### src/crc16_pkg.sv
`timescale 1ns / 1ps

package crc16_pkg;

  localparam int unsigned CRC_W  = 16;
  localparam int unsigned BYTE_W = 8;
  localparam int unsigned MODE_W = 2;
  localparam int unsigned CFG_IDX_W = 1;

  localparam logic [CRC_W-1:0] POLY_REFLECTED = 16'h8408;
  localparam logic [CRC_W-1:0] POLY_NORMAL    = 16'h1021;
  localparam logic [CRC_W-1:0] CRC_ALL_ONES   = 16'hFFFF;

  // crc_mode codes
  localparam logic [MODE_W-1:0] MODE_REFLECTED = 2'd0;
  localparam logic [MODE_W-1:0] MODE_MSB_FIRST = 2'd1;
  localparam logic [MODE_W-1:0] MODE_X25       = 2'd2;

  // configuration register indexes
  localparam logic [CFG_IDX_W-1:0] CFG_CRC_MODE   = 1'd0;
  localparam logic [CFG_IDX_W-1:0] CFG_SEED_VALUE = 1'd1;

  typedef logic [CRC_W-1:0]  crc_t;
  typedef logic [BYTE_W-1:0] byte_t;
  typedef logic [MODE_W-1:0] mode_t;

  // lsb-first byte update, eight shift steps
  function automatic crc_t fold_reflected(input crc_t crc, input byte_t data);
    crc_t c;
    c = crc ^ {8'h00, data};
    for (int k = 0; k < 8; k++) begin
      c = c[0] ? ((c >> 1) ^ POLY_REFLECTED) : (c >> 1);
    end
    return c;
  endfunction

  // msb-first byte update
  function automatic crc_t fold_normal(input crc_t crc, input byte_t data);
    crc_t c;
    c = crc ^ {data, 8'h00};
    for (int k = 0; k < 8; k++) begin
      c = c[15] ? ((c << 1) ^ POLY_NORMAL) : (c << 1);
    end
    return c;
  endfunction

endpackage

### src/crc16_in_if.sv
`timescale 1ns / 1ps

interface crc16_in_if;
  logic                 valid;
  logic                 ready;
  crc16_pkg::byte_t     data_byte;
  logic                 first_byte;
  logic                 last_byte;

  modport source (output valid, output data_byte, output first_byte, output last_byte,
                  input ready);
  modport sink (input valid, input data_byte, input first_byte, input last_byte,
                output ready);
endinterface

### src/crc16_out_if.sv
`timescale 1ns / 1ps

interface crc16_out_if;
  logic            valid;
  logic            ready;
  crc16_pkg::crc_t crc_value;
  logic            is_final;

  modport source (output valid, output crc_value, output is_final, input ready);
  modport sink (input valid, input crc_value, input is_final, output ready);
endinterface

### src/crc16_ccitt_engine_core.sv
`timescale 1ns / 1ps

// path: a request goes from accept through the input register (s1_*), then the result register (out_*)
// throughput: one byte per cycle while out_if.ready does not stall, set by the byte update into crc_r
// the byte update reads crc_r and writes it as the request moves to the result register
// reset: synchronous active-low rst_n clears both stages and the running crc to zero,
// sets crc_mode to 0 and seed_value to 0xffff
module crc16_ccitt_engine_core (
  input  logic                                clk,
  input  logic                                rst_n,
  crc16_in_if.sink                            in_if,
  crc16_out_if.source                         out_if,
  input  logic                                cfg_we,
  input  logic [crc16_pkg::CFG_IDX_W-1:0]     cfg_index,
  input  logic [crc16_pkg::CRC_W-1:0]         cfg_data
);

  logic               s1_valid_r;
  crc16_pkg::byte_t   s1_data_r;
  logic               s1_first_r;
  logic               s1_last_r;

  logic               out_valid_r;
  crc16_pkg::crc_t    out_crc_r;
  logic               out_final_r;

  crc16_pkg::crc_t    crc_r;
  crc16_pkg::mode_t   mode_r;
  crc16_pkg::crc_t    seed_r;

  logic               s1_adv;
  logic               in_take;
  crc16_pkg::crc_t    crc_start;
  crc16_pkg::crc_t    crc_nxt;
  crc16_pkg::crc_t    crc_inv;
  crc16_pkg::crc_t    result_nxt;

  assign s1_adv       = s1_valid_r && (!out_valid_r || out_if.ready);
  assign in_if.ready  = !s1_valid_r || s1_adv;
  assign in_take      = in_if.valid && in_if.ready;

  assign out_if.valid     = out_valid_r;
  assign out_if.crc_value = out_crc_r;
  assign out_if.is_final  = out_final_r;

  always_comb begin
    crc_start = crc_r;
    if (s1_first_r) begin
      crc_start = (mode_r == crc16_pkg::MODE_X25) ? crc16_pkg::CRC_ALL_ONES : seed_r;
    end
    if (mode_r == crc16_pkg::MODE_MSB_FIRST) begin
      crc_nxt = crc16_pkg::fold_normal(crc_start, s1_data_r);
    end else begin
      crc_nxt = crc16_pkg::fold_reflected(crc_start, s1_data_r);
    end
    // x.25 finish: invert then swap bytes, register keeps the raw value
    crc_inv    = ~crc_nxt;
    result_nxt = crc_nxt;
    if (s1_last_r && (mode_r == crc16_pkg::MODE_X25)) begin
      result_nxt = {crc_inv[7:0], crc_inv[15:8]};
    end
  end

  always_ff @(posedge clk) begin
    if (!rst_n) begin
      s1_valid_r  <= 1'b0;
      out_valid_r <= 1'b0;
      crc_r       <= '0;
      mode_r      <= crc16_pkg::MODE_REFLECTED;
      seed_r      <= crc16_pkg::CRC_ALL_ONES;
    end else begin
      if (cfg_we) begin
        unique case (cfg_index)
          crc16_pkg::CFG_CRC_MODE:   mode_r <= cfg_data[crc16_pkg::MODE_W-1:0];
          crc16_pkg::CFG_SEED_VALUE: seed_r <= cfg_data;
          default: ;
        endcase
      end
      if (in_take) begin
        s1_valid_r <= 1'b1;
      end else if (s1_adv) begin
        s1_valid_r <= 1'b0;
      end
      if (s1_adv) begin
        out_valid_r <= 1'b1;
        crc_r       <= crc_nxt;
      end else if (out_if.ready) begin
        out_valid_r <= 1'b0;
      end
    end
  end

  always_ff @(posedge clk) begin
    if (in_take) begin
      s1_data_r  <= in_if.data_byte;
      s1_first_r <= in_if.first_byte;
      s1_last_r  <= in_if.last_byte;
    end
    if (s1_adv) begin
      out_crc_r   <= result_nxt;
      out_final_r <= s1_last_r;
    end
  end

endmodule

### src/flat_wrapper.sv
// flat-port wrapper written by rule: the top's interface ports become plain ports
module crc16_ccitt_engine_core_flat 
  (clk, rst_n, cfg_we, cfg_index, cfg_data, in_if_valid, in_if_data_byte, in_if_first_byte, in_if_last_byte, in_if_ready, out_if_valid, out_if_crc_value, out_if_is_final, out_if_ready);
  crc16_in_if in_if_i ();
  crc16_out_if out_if_i ();
  input  logic clk;
  input  logic rst_n;
  input  logic cfg_we;
  input  logic [crc16_pkg::CFG_IDX_W-1:0] cfg_index;
  input  logic [crc16_pkg::CRC_W-1:0] cfg_data;
  input wire logic [$bits(in_if_i.valid)-1:0] in_if_valid;
  input wire logic [$bits(in_if_i.data_byte)-1:0] in_if_data_byte;
  input wire logic [$bits(in_if_i.first_byte)-1:0] in_if_first_byte;
  input wire logic [$bits(in_if_i.last_byte)-1:0] in_if_last_byte;
  output wire logic [$bits(in_if_i.ready)-1:0] in_if_ready;
  output wire logic [$bits(out_if_i.valid)-1:0] out_if_valid;
  output wire logic [$bits(out_if_i.crc_value)-1:0] out_if_crc_value;
  output wire logic [$bits(out_if_i.is_final)-1:0] out_if_is_final;
  input wire logic [$bits(out_if_i.ready)-1:0] out_if_ready;
  assign in_if_i.valid = in_if_valid;
  assign in_if_i.data_byte = in_if_data_byte;
  assign in_if_i.first_byte = in_if_first_byte;
  assign in_if_i.last_byte = in_if_last_byte;
  assign in_if_ready = in_if_i.ready;
  assign out_if_valid = out_if_i.valid;
  assign out_if_crc_value = out_if_i.crc_value;
  assign out_if_is_final = out_if_i.is_final;
  assign out_if_i.ready = out_if_ready;
  crc16_ccitt_engine_core u_core (.clk(clk), .rst_n(rst_n), .in_if(in_if_i), .out_if(out_if_i), .cfg_we(cfg_we), .cfg_index(cfg_index), .cfg_data(cfg_data));
endmodule
### config.mk
export PLATFORM = sky130hd
export DESIGN_NAME = crc16_ccitt_engine_core_flat
export DESIGN_NICKNAME = d
export VERILOG_FILES = /design/src/crc16_pkg.sv /design/src/crc16_in_if.sv /design/src/crc16_out_if.sv /design/src/crc16_ccitt_engine_core.sv /design/src/flat_wrapper.sv
export SDC_FILE = /design/constraint.sdc
export NUM_CORES = 1
export LEC_CHECK = 0
export BUFFER_PORTS_ARGS = -buffer_cell sky130_fd_sc_hd__buf_4
export CAP_MARGIN = 0
export CORE_AREA = 3 3 85 87
export DETAILED_ROUTE_END_ITERATION = 10
export DIE_AREA = 0 0 88 90
export GPL_ROUTABILITY_DRIVEN = 0
export GPL_TIMING_DRIVEN = 0
export PLACE_DENSITY = 0.78
export SLEW_MARGIN = 20
export SYNTH_ARGS = -nofsm -noshare
export SYNTH_HDL_FRONTEND = slang
export SYNTH_SLANG_ARGS = --single-unit
export TNS_END_PERCENT = 100
### constraint.sdc
create_clock -name clk -period 2.5 [get_ports clk]
set_input_delay 0.625 -clock clk [delete_from_list [all_inputs] [get_ports clk]]
set_output_delay 0.625 -clock clk [all_outputs]
set_load 0.01 [all_outputs]
## Yosys cells after proc, flatten, opt, wreduce, memory -nomap -nowiden

Cells that the tools add are included.

- Logic and storage cells: 67
- Bits in registers: 63
- Output and inout bits: 19
- Input bits: 32

- Bitwise operators: 20
- Eq/ne operators: 2
- Reduce and logical (&&, ||, !) cells: 11
- Multiplexer cells: 24

Operator list:

| kind | number |
|---|---|
| $mux W16 | 12 |
| $mux W13 | 8 |
| $not A2 Y3 | 8 |
| $not A3 Y3 | 8 |
| $not A16 Y16 | 1 |
| $xor A16 B16 Y16 | 1 |
| $xor A16 B8 Y16 | 1 |
| $mux W1 | 4 |
| $reduce_and A2 Y1 | 2 |
| $reduce_bool A2 Y1 | 2 |
| $logic_and A1 B1 Y1 | 3 |
| $eq A2 B1 Y1 const B | 1 |
| $eq A2 B2 Y1 const B | 1 |
| $logic_not A1 Y1 | 2 |
| $logic_or A1 B1 Y1 | 2 |
| $not A1 Y1 | 1 |

## Depth between registers and ports, before layout

Gate-level depths: netlist (run 1).

- Depth in word-level cells: 23
- Gate-level depth with buffers: 9
- Gate-level depth less buffers: 7

## Least setup slack after synthesis (run 1)

Ideal clock, no wire load.

- Path type: input-to-reg
- Start point: input out_if_ready
- End point: register u_core.out_crc_r[0] (netlist: u_core.out_if.crc_value[0]) (enable)
- Stages: 5
- Arrival time: 1934 ps
- Path slack: 178 ps
- Data required time: 2113 ps
- Path through: nor2b_1 -> nand2b_1 -> inv_1 -> clkbuf_1 -> clkbuf_1

- Cells in the longest elaborated chain, start to end: 2

Ends and longest elaborated chain:

| element | line | source |
|---|---|---|
| from (decl) | flat_wrapper.sv:19 | `input wire logic [$bits(out_if_i.ready)-1:0] out_if_ready;` |
| $logic_or A1 B1 Y1 | crc16_ccitt_engine_core.sv:38 | `assign s1_adv = s1_valid_r && (!out_valid_r \|\| out_if.ready);` |
| $logic_and A1 B1 Y1 | crc16_ccitt_engine_core.sv:38 |  |
| via u_core.s1_adv | crc16_ccitt_engine_core.sv:31 | `logic s1_adv;` |
| to (signal assigned) | crc16_ccitt_engine_core.sv:100 | `out_crc_r <= result_nxt;` |
| to (decl) | crc16_ccitt_engine_core.sv:24 | `crc16_pkg::crc_t out_crc_r;` |

The timed path passes the listed nets, and every way through them passes these cells.
A chain may end at the register's enable or synchronous reset.

## Worst setup path after layout (run 1)

- Start point: register u_core.mode_r[1]
- End point: register u_core.out_crc_r[1] (netlist: u_core.out_if.crc_value[1]), data pin

- Cells in the longest elaborated chain, start to end: 16
- Elaborated cells between the ends (all ways): 32
- Classes of those cells: eq/ne (2); mux (20); bitwise (9); reduce/logical (1)

Ends and longest elaborated chain:

| element | line | source |
|---|---|---|
| from (decl) | crc16_ccitt_engine_core.sv:28 | `crc16_pkg::mode_t mode_r;` |
| from (signal assigned) | crc16_ccitt_engine_core.sv:69 | `mode_r <= crc16_pkg::MODE_REFLECTED;` |
| from (signal assigned) | crc16_ccitt_engine_core.sv:74 | `crc16_pkg::CFG_CRC_MODE: mode_r <= cfg_data[crc16_pkg::MODE_W-1:0];` |
| $eq A2 B2 Y1 | crc16_ccitt_engine_core.sv:49, crc16_ccitt_engine_core.sv:59 |  |
| $mux W16 | crc16_ccitt_engine_core.sv:49 | `crc_start = (mode_r == crc16_pkg::MODE_X25) ? crc16_pkg::CRC_ALL_ONES : seed_r;` |
| $mux W16 | crc16_ccitt_engine_core.sv:48 | `if (s1_first_r) begin` |
| $xor A16 B8 Y16 or $xor A16 B16 Y16 (tied branches) | crc16_pkg.sv:30, crc16_pkg.sv:40 |  |
| $mux W16 or $mux W13 (tied branches) (2 in a row) | crc16_pkg.sv:32, crc16_pkg.sv:42 |  |
| $mux W16, or another cell as far along | crc16_pkg.sv:32 | `c = c[0] ? ((c >> 1) ^ POLY_REFLECTED) : (c >> 1);` |
| $mux W16 or $not A3 Y3 (tied branches) | - |  |
| $mux W16 or $mux W13 (tied branches) (2 in a row) | crc16_pkg.sv:32, crc16_pkg.sv:42 |  |
| $not A2 Y3 (no line), or another cell as far along | - |  |
| $mux W16 or $mux W13 (tied branches) (2 in a row) | crc16_pkg.sv:32, crc16_pkg.sv:42 |  |
| $mux W16 | crc16_ccitt_engine_core.sv:51 | `if (mode_r == crc16_pkg::MODE_MSB_FIRST) begin` |
| $not A16 Y16 | crc16_ccitt_engine_core.sv:57 | `crc_inv = ~crc_nxt;` |
| $mux W16 * | crc16_ccitt_engine_core.sv:59 | `if (s1_last_r && (mode_r == crc16_pkg::MODE_X25)) begin` |
| via u_core.result_nxt[1] | crc16_ccitt_engine_core.sv:36 | `crc16_pkg::crc_t result_nxt;` |

The timed path passes the listed nets; every way through them passes the cells marked *.

==> flow_summary_export.csv, run 1 <==
group,metric,value,unit
status,status,"completed",
setup_path,cp_top_family,"compound AO/OA/AOI/OAI gates",
setup_path,crit_path_frequent_cell,"xnor2_2",
sta,worst_slack,0.120,ns
setup_path,worst_path_max_delay_cell,"dfxtp_1",
clock_network,clockRootBuffer,"clkbuf_8",
clock_network,numClockSinks,63,
sta,fin_crit_sh,0.952,
final_layout,final_cell_mix,"buf_4, nor2_1, nand2_1",
setup_path,r2r-start,"u_core.mode_r[1]",
logic_synthesis,ys_warn_count,0,
routing,vias_per_cell,5.64,
logic_synthesis,syn_avg_cell_area,9.74,µm²
power_and_ir_drop,power,3.17,mW
power_and_ir_drop,clkPwrFrac,0.301,
logic_synthesis,synth_area,3710,µm²
job,max_cap_viol_count,0,
min_path,hold_path.class,"in2reg",
clock_network,clkTransAtPathRegs,0.08,ns
setup_path,startpoint_type,"flip-flop",
logic_synthesis,syn_inst,381,
die,die_x,88,µm
sta,finClkSkew,0.0107,ns
sta,tightest_slew,0.586,ns
die,fp.dieArea,7920,µm²
routing,routed_wl,8640,µm
logic_synthesis,ys_ff_latch,63,
setup_path,crit_chain,"nand2b_4, buf_8, a31oi_4, xnor2_2, xnor2_2, a221o_1, o211ai_2, mux2_2",
routing,drtPass1Iterations,5,
logic_synthesis,synth-edff-count,27,
grt,grt_max_degree,27,
routing,routedWlPerCell,16.4,µm
logic_synthesis,synth-main-ff-cell,"dfxtp_1",
power_and_ir_drop,p_leak,1.76,nW
sta,clock.fmax,420,MHz
final_layout,antenna_cells,0,
clock_network,clockBufferDepth,2,
clock_network,worstSkewPairLatency,0.35,ns
min_path,min_from,"in_if_data_byte[7]",
placement,pre_cts_slack,-0.132,ns
clock_network,cts_hold_buf,0,
routing,postRouteAntennaNets,0,
logic_synthesis,synth.mux.area_fraction,0.0138,
final_layout,finish.net_count,476,
die,die_h,90,µm
power_and_ir_drop,power.internal,2.17,mW
power_and_ir_drop,pwr-share-seq,0.394,
sta,hold_viol_final,0,
final_layout,layout.cells.most_common,"buf_4",
routing,drc_errors,0,
routing,drt_iter0_drc,261,
power_and_ir_drop,vdd_drop_max,0.371,mV
placement,dp_hpwl,6500,µm
sta,setup_violations,0,
final_layout,syn2layout_area_growth,20.1,%
placement,port_buffers,49,
sta,fin_setup_tns,0,ns
grt,grt_pass1_vias,2897,
logic_synthesis,synthDominantCellAreaShare,0.218,
power_and_ir_drop,comb_power_share,0.305,
placement,dp.cells,507,
power_and_ir_drop,power_density,711,nW/µm²
grt,grt_pass1_wl,14300,µm
logic_synthesis,synth_xor_area_frac,0.165,
final_layout,stdcell_count,526,
sta,relSlewSlack,0.609,
setup_path,critPathMaxStageDelay,0.46,ns
logic_synthesis,synth_top_area_cell,"edfxtp_1",
sta,finalCriticalPeriod,2.38,ns
grt,gr-total-overflow,0,
die,coreArea,6420,µm²
setup_path,crit_arrival,2.47,ns
clock_network,cts_tree,"done",
power_and_ir_drop,p_switching,997,µW
logic_synthesis,ys_seq_area_frac,0.413,
logic_synthesis,synth_top_family_by_area,"compound AO/OA/AOI/OAI gates",
clock_network,numCtsBuffers,9,
grt,grt_usage,0.235,
final_layout,drive_above_1_share,0.243,
sta,final-max-slew-violation-count,0,
power_and_ir_drop,switching_share,0.315,
setup_path,worst_ep_required_time,2.59,ns
die,ios,51,
setup_path,startpoint,"u_core.mode_r[1]",
logic_synthesis,synthSimpleGateAreaFrac,0.161,
logic_synthesis,synthTopCellsByArea,"edfxtp_1, dfxtp_1, xnor2_1",
setup_path,crit_path_end_kind,"flip-flop",
logic_synthesis,asyncSetResetFlopFracSynth,0,
routing,vias,2969,
setup_path,worstPathMaxFanout,10,
setup_path,crit_buf_inv,1,
logic_synthesis,synth_fp_nets,413,
logic_synthesis,ys_types,63,
die,start_util,0.578,
logic_synthesis,synthAdderAreaFrac,0,
sta,rsz0062_at_grt,"yes",
logic_synthesis,synth_compound_area_frac,0.200,
setup_path,critPathKind,"reg2reg",
die,row_count,29,
grt,antenna_found_initial,0,
clock_network,htree_levels,3,
[per-layer routing]
metal / routed length (µm) / GRT usage / vias up
met4: 321 / 0.130 / 0
li1: - / - / 1459
met2: 4040 / 0.357 / 126
met1: 3590 / 0.310 / 1357
met3: 688 / 0.0475 / 27
met5: 0 / 0 / -
[layout make-up]
type / count / area (µm²)
clock inverters: 3 / 18.8
fillers: 493 / 1970
inverters: 14 / 52.6
clock buffers: 13 / 203
plain buffers: 22 / 124
repair buffers: 52 / 390
well taps: 77 / 96.3
flip-flops and latches: 63 / 1530
multi-input cells: 282 / 2040
[per-stage QoR]
stage / area (µm²) / util / hold WS [ns]
after floorplan: 3710 / - / 0.441
after global placement: 4180 / 0.650 / 0.463
after detailed placement: 4180 / 0.650 / 0.465
after CTS: 4430 / 0.690 / 0.437
after global routing: 4460 / 0.694 / 0.430
final: 4460 / 0.694 / 0.443
[flip-flops by register name, summed over array words and instances (netlist names), 2 cells and up]
| signal | flops |
|---|---|
| u_core.s1_data_r | 8 |
| u_core.mode_r | 2 |
| u_core.out_if.crc_value | 16 |
| u_core.crc_r | 16 |
| u_core.seed_r | 16 |
[cell families after synthesis]
family,count (synthesis)
AND/OR/NAND/NOR,132
AO/OA/AOI/OAI,87
buffers and inverters,36
flip-flops,63
multiplexers,5
XOR/XNOR,58
[what timing repair did]
item | 4_1_cts | 5_1_grt
endpoints found under the setup margin | 2 | 8
buffers inserted | 3 | 0
pin swaps | 0 | 1
gates resized for setup | 1 | 5
[cells in the mapped netlist (2+ instances only)]
library cell / instances
edfxtp_1: 27
a31oi_4: 9
mux2i_1: 4
xor2_1: 14
and2b_1: 2
xnor2_2: 5
clkbuf_1: 17
o21ai_1: 6
o31ai_1: 3
xnor2_1: 34
o22ai_2: 2
a211oi_1: 4
nand3_1: 13
nand2_1: 41
nand4_1: 2
nor3_1: 6
o21ai_0: 9
dfxtp_1: 36
nor3b_1: 2
xnor3_1: 2
nand2b_1: 3
a21oi_2: 2
or2_1: 3
and2_1: 4
nor2_1: 47
o211ai_1: 11
o22a_1: 2
inv_1: 14
a21oi_1: 22
nor2_2: 2
[power groups by stage]
stage          combinational [mW]  clock, mW  sequential (mW)
6_report                    0.968      0.953             1.25
5_1_grt                      1.06       1.01             1.26
4_1_cts                     0.948      0.954             1.25
3_5_place_dp                0.930          0             1.27
3_3_place_gp                0.914          0             1.27
2_1_floorplan               0.685          0             1.27
[worst paths after layout]
check	endpoint	slack (ns)	cells after the start
worst max-delay path	u_core.out_if.crc_value[1]	0.12	8
worst min-delay path	u_core.s1_data_r[7]	0.44	1
worst max register to register	u_core.out_if.crc_value[1]	0.12	8
worst min register to register	u_core.crc_r[8]	0.48	2
Note: power is estimated with default switching activity, not from simulation.
==> run 2: changes to the inputs <==
--- a/config.mk
+++ b/config.mk
@@ -7,12 +7,12 @@
 export LEC_CHECK = 0
 export BUFFER_PORTS_ARGS = -buffer_cell sky130_fd_sc_hd__buf_4
 export CAP_MARGIN = 0
-export CORE_AREA = 3 3 85 87
+export CORE_AREA = 3 3 82 84
 export DETAILED_ROUTE_END_ITERATION = 10
-export DIE_AREA = 0 0 88 90
+export DIE_AREA = 0 0 85 87
 export GPL_ROUTABILITY_DRIVEN = 0
 export GPL_TIMING_DRIVEN = 0
-export PLACE_DENSITY = 0.78
+export PLACE_DENSITY = 0.83
 export SLEW_MARGIN = 20
 export SYNTH_ARGS = -nofsm -noshare
 export SYNTH_HDL_FRONTEND = slang
==> constraint.sdc (replaced) <==
create_clock -name clk -period 3 [get_ports clk]
set_input_delay 0.75 -clock clk [delete_from_list [all_inputs] [get_ports clk]]
set_output_delay 0.75 -clock clk [all_outputs]
set_load 0.01 [all_outputs]
==> run 2 against run 1 <==
Design area decreased by 2.8%; non-clock buffer count fell by 3; clock skew down 0.0023 ns; critical path depth did not move; clock power fell by 36%.
==> flow_summary_export.csv, run 2 (same netlist as run 1, synthesis figures left out) <==
group,metric,value,unit
status,status,"completed",
sta,rsz0062_at_grt,"no",
power_and_ir_drop,power,2.44,mW
routing,vias_per_cell,5.70,
sta,clock.fmax,394,MHz
sta,relSlewSlack,0.580,
sta,hold_viol_final,0,
clock_network,numCtsBuffers,9,
die,die_h,87,µm
final_layout,fillers,467,
setup_path,crit_path_end_kind,"flip-flop",
routing,postRouteAntennaNets,0,
die,die_x,85,µm
clock_network,cts_tree,"done",
setup_path,crit_arrival,2.63,ns
die,coreArea,5990,µm²
final_layout,finish.net_count,473,
clock_network,clkTransAtPathRegs,0.07,ns
setup_path,critPathMaxStageDelay,0.55,ns
placement,dp.cells,505,
grt,grt_pass1_wl,14200,µm
sta,tightest_slew,0.630,ns
final_layout,antenna_cells,0,
power_and_ir_drop,power_density,563,nW/µm²
sta,finalCriticalPeriod,2.54,ns
grt,grt_pass1_vias,2856,
sta,worst_slack,0.459,ns
setup_path,crit_chain,"buf_6, buf_4, inv_1, o31ai_1, and2_1, a21oi_1, xnor2_1, mux2_2",
setup_path,r2r.worst_path.cells,8,
grt,antenna_found_initial,0,
clock_network,ctsResizeCount,0,
setup_path,critPathKind,"reg2reg",
clock_network,htree_levels,3,
setup_path,worstPathMaxFanout,10,
setup_path,startpoint_type,"flip-flop",
sta,setup_violations,0,
sta,fin_setup_tns,0,ns
grt,gr-total-overflow,0,
final_layout,stdcell_count,521,
final_layout,syn2layout_area_growth,16.7,%
final_layout,design_area,4330,µm²
setup_path,reg2reg_to,"u_core.out_if.crc_value[1]",
clock_network,cts_hold_buf,0,
setup_path,r2r_setup_slack,0.46,ns
min_path,hold_path.class,"reg2reg",
die,fp.dieArea,7400,µm²
grt,grt_max_degree,27,
placement,pre_cts_slack,0.248,ns
job,max_cap_viol_count,0,
power_and_ir_drop,vdd_drop_max,0.355,mV
routing,drt_iter0_drc,307,
routing,drc_errors,0,
min_path,min_from,"u_core.crc_r[8]",
die,start_util,0.620,
clock_network,clockBufferDepth,2,
final_layout,layout.cells.most_common,"buf_4",
placement,dp_hpwl,6600,µm
final_layout,drive_above_1_share,0.226,
setup_path,worst_path_max_delay_cell,"edfxtp_1",
clock_network,worstSkewPairLatency,0.34,ns
die,row_count,28,
sta,fin_crit_sh,0.847,
clock_network,clockRootBuffer,"clkbuf_8",
routing,routedWlPerCell,16.6,µm
clock_network,numClockSinks,63,
routing,routed_wl,8630,µm
sta,final-max-slew-violation-count,0,
clock_network,cts_setup_buffers,0,
grt,grt_usage,0.247,
setup_path,r2r-start,"u_core.s1_first_r",
placement,placed_area,4180,µm²
min_path,worstHoldPathCells,2,
power_and_ir_drop,p_leak,1.71,nW
final_layout,final_cell_mix,"buf_4, nor2_1, nand2_1",
routing,drtPass1Iterations,5,
min_path,min_to,"u_core.crc_r[8]",
sta,finClkSkew,0.00839,ns
placement,port_buffers,49,
die,ios,51,
setup_path,worst_ep_required_time,3.09,ns
routing,vias,2970,
==> run 2: layout make-up <==
class / instances / area [µm²] / share of cell area
Multi-Input combinational cell: 282 / 2010 / 0.463
Sequential cell: 63 / 1530 / 0.354
Timing Repair Buffer: 49 / 368 / 0.0849
Clock buffer: 11 / 131 / 0.0303
Buffer: 22 / 124 / 0.0286
Tap cell: 75 / 93.8 / 0.0217
Inverter: 14 / 52.6 / 0.0121
Clock inverter: 5 / 25.0 / 0.00578
==> run 2: how the worst max path moves through the flow <==
stage | cells past startpoint | endpoint | slack [ns] | start
final | 8 | u_core.out_if.crc_value[1] | 0.46 | u_core.s1_first_r
after global placement | 6 | u_core.out_if.is_final | -0.17 | out_if_ready
after floorplan | 5 | u_core.out_if.crc_value[0] | 0.55 | out_if_ready
after global routing | 8 | u_core.out_if.crc_value[12] | 0.28 | u_core.s1_first_r
after detailed placement | 8 | u_core.crc_r[14] | 0.25 | out_if_ready
after CTS | 8 | u_core.out_if.crc_value[12] | 0.49 | u_core.s1_first_r
==> run 2: routing by layer <==
layer / vias up / part of all wire / track usage
li1: 1451 / - / -
met1: 1333 / 0.40 / 0.303
met2: 158 / 0.47 / 0.411
met3: 28 / 0.087 / 0.0549
met4: 0 / 0.034 / 0.125
met5: - / 0 / 0
==> run 2: worst max-delay path: cells and delay by family (launching register included) <==
kind,cells,cell delay [ns]
simple gates,1,0.22
mux,1,0.28
compound gates,2,0.48
xor+xnor,1,0.19
buf+inv,3,0.56
flops,1,0.55
==> run 2: report_power, final <==
group          internal, mW  switching [mW]
clock                 0.292           0.314
combinational         0.355           0.435
sequential            0.996          0.0459
total                  1.64           0.795
==> run 2: through the flow <==
step           utilization  hold WS (ns)
3_3_place_gp         0.697         0.464
5_1_grt              0.723         0.505
4_1_cts              0.723         0.479
2_1_floorplan            -         0.441
6_report             0.723         0.489
3_5_place_dp         0.697         0.462
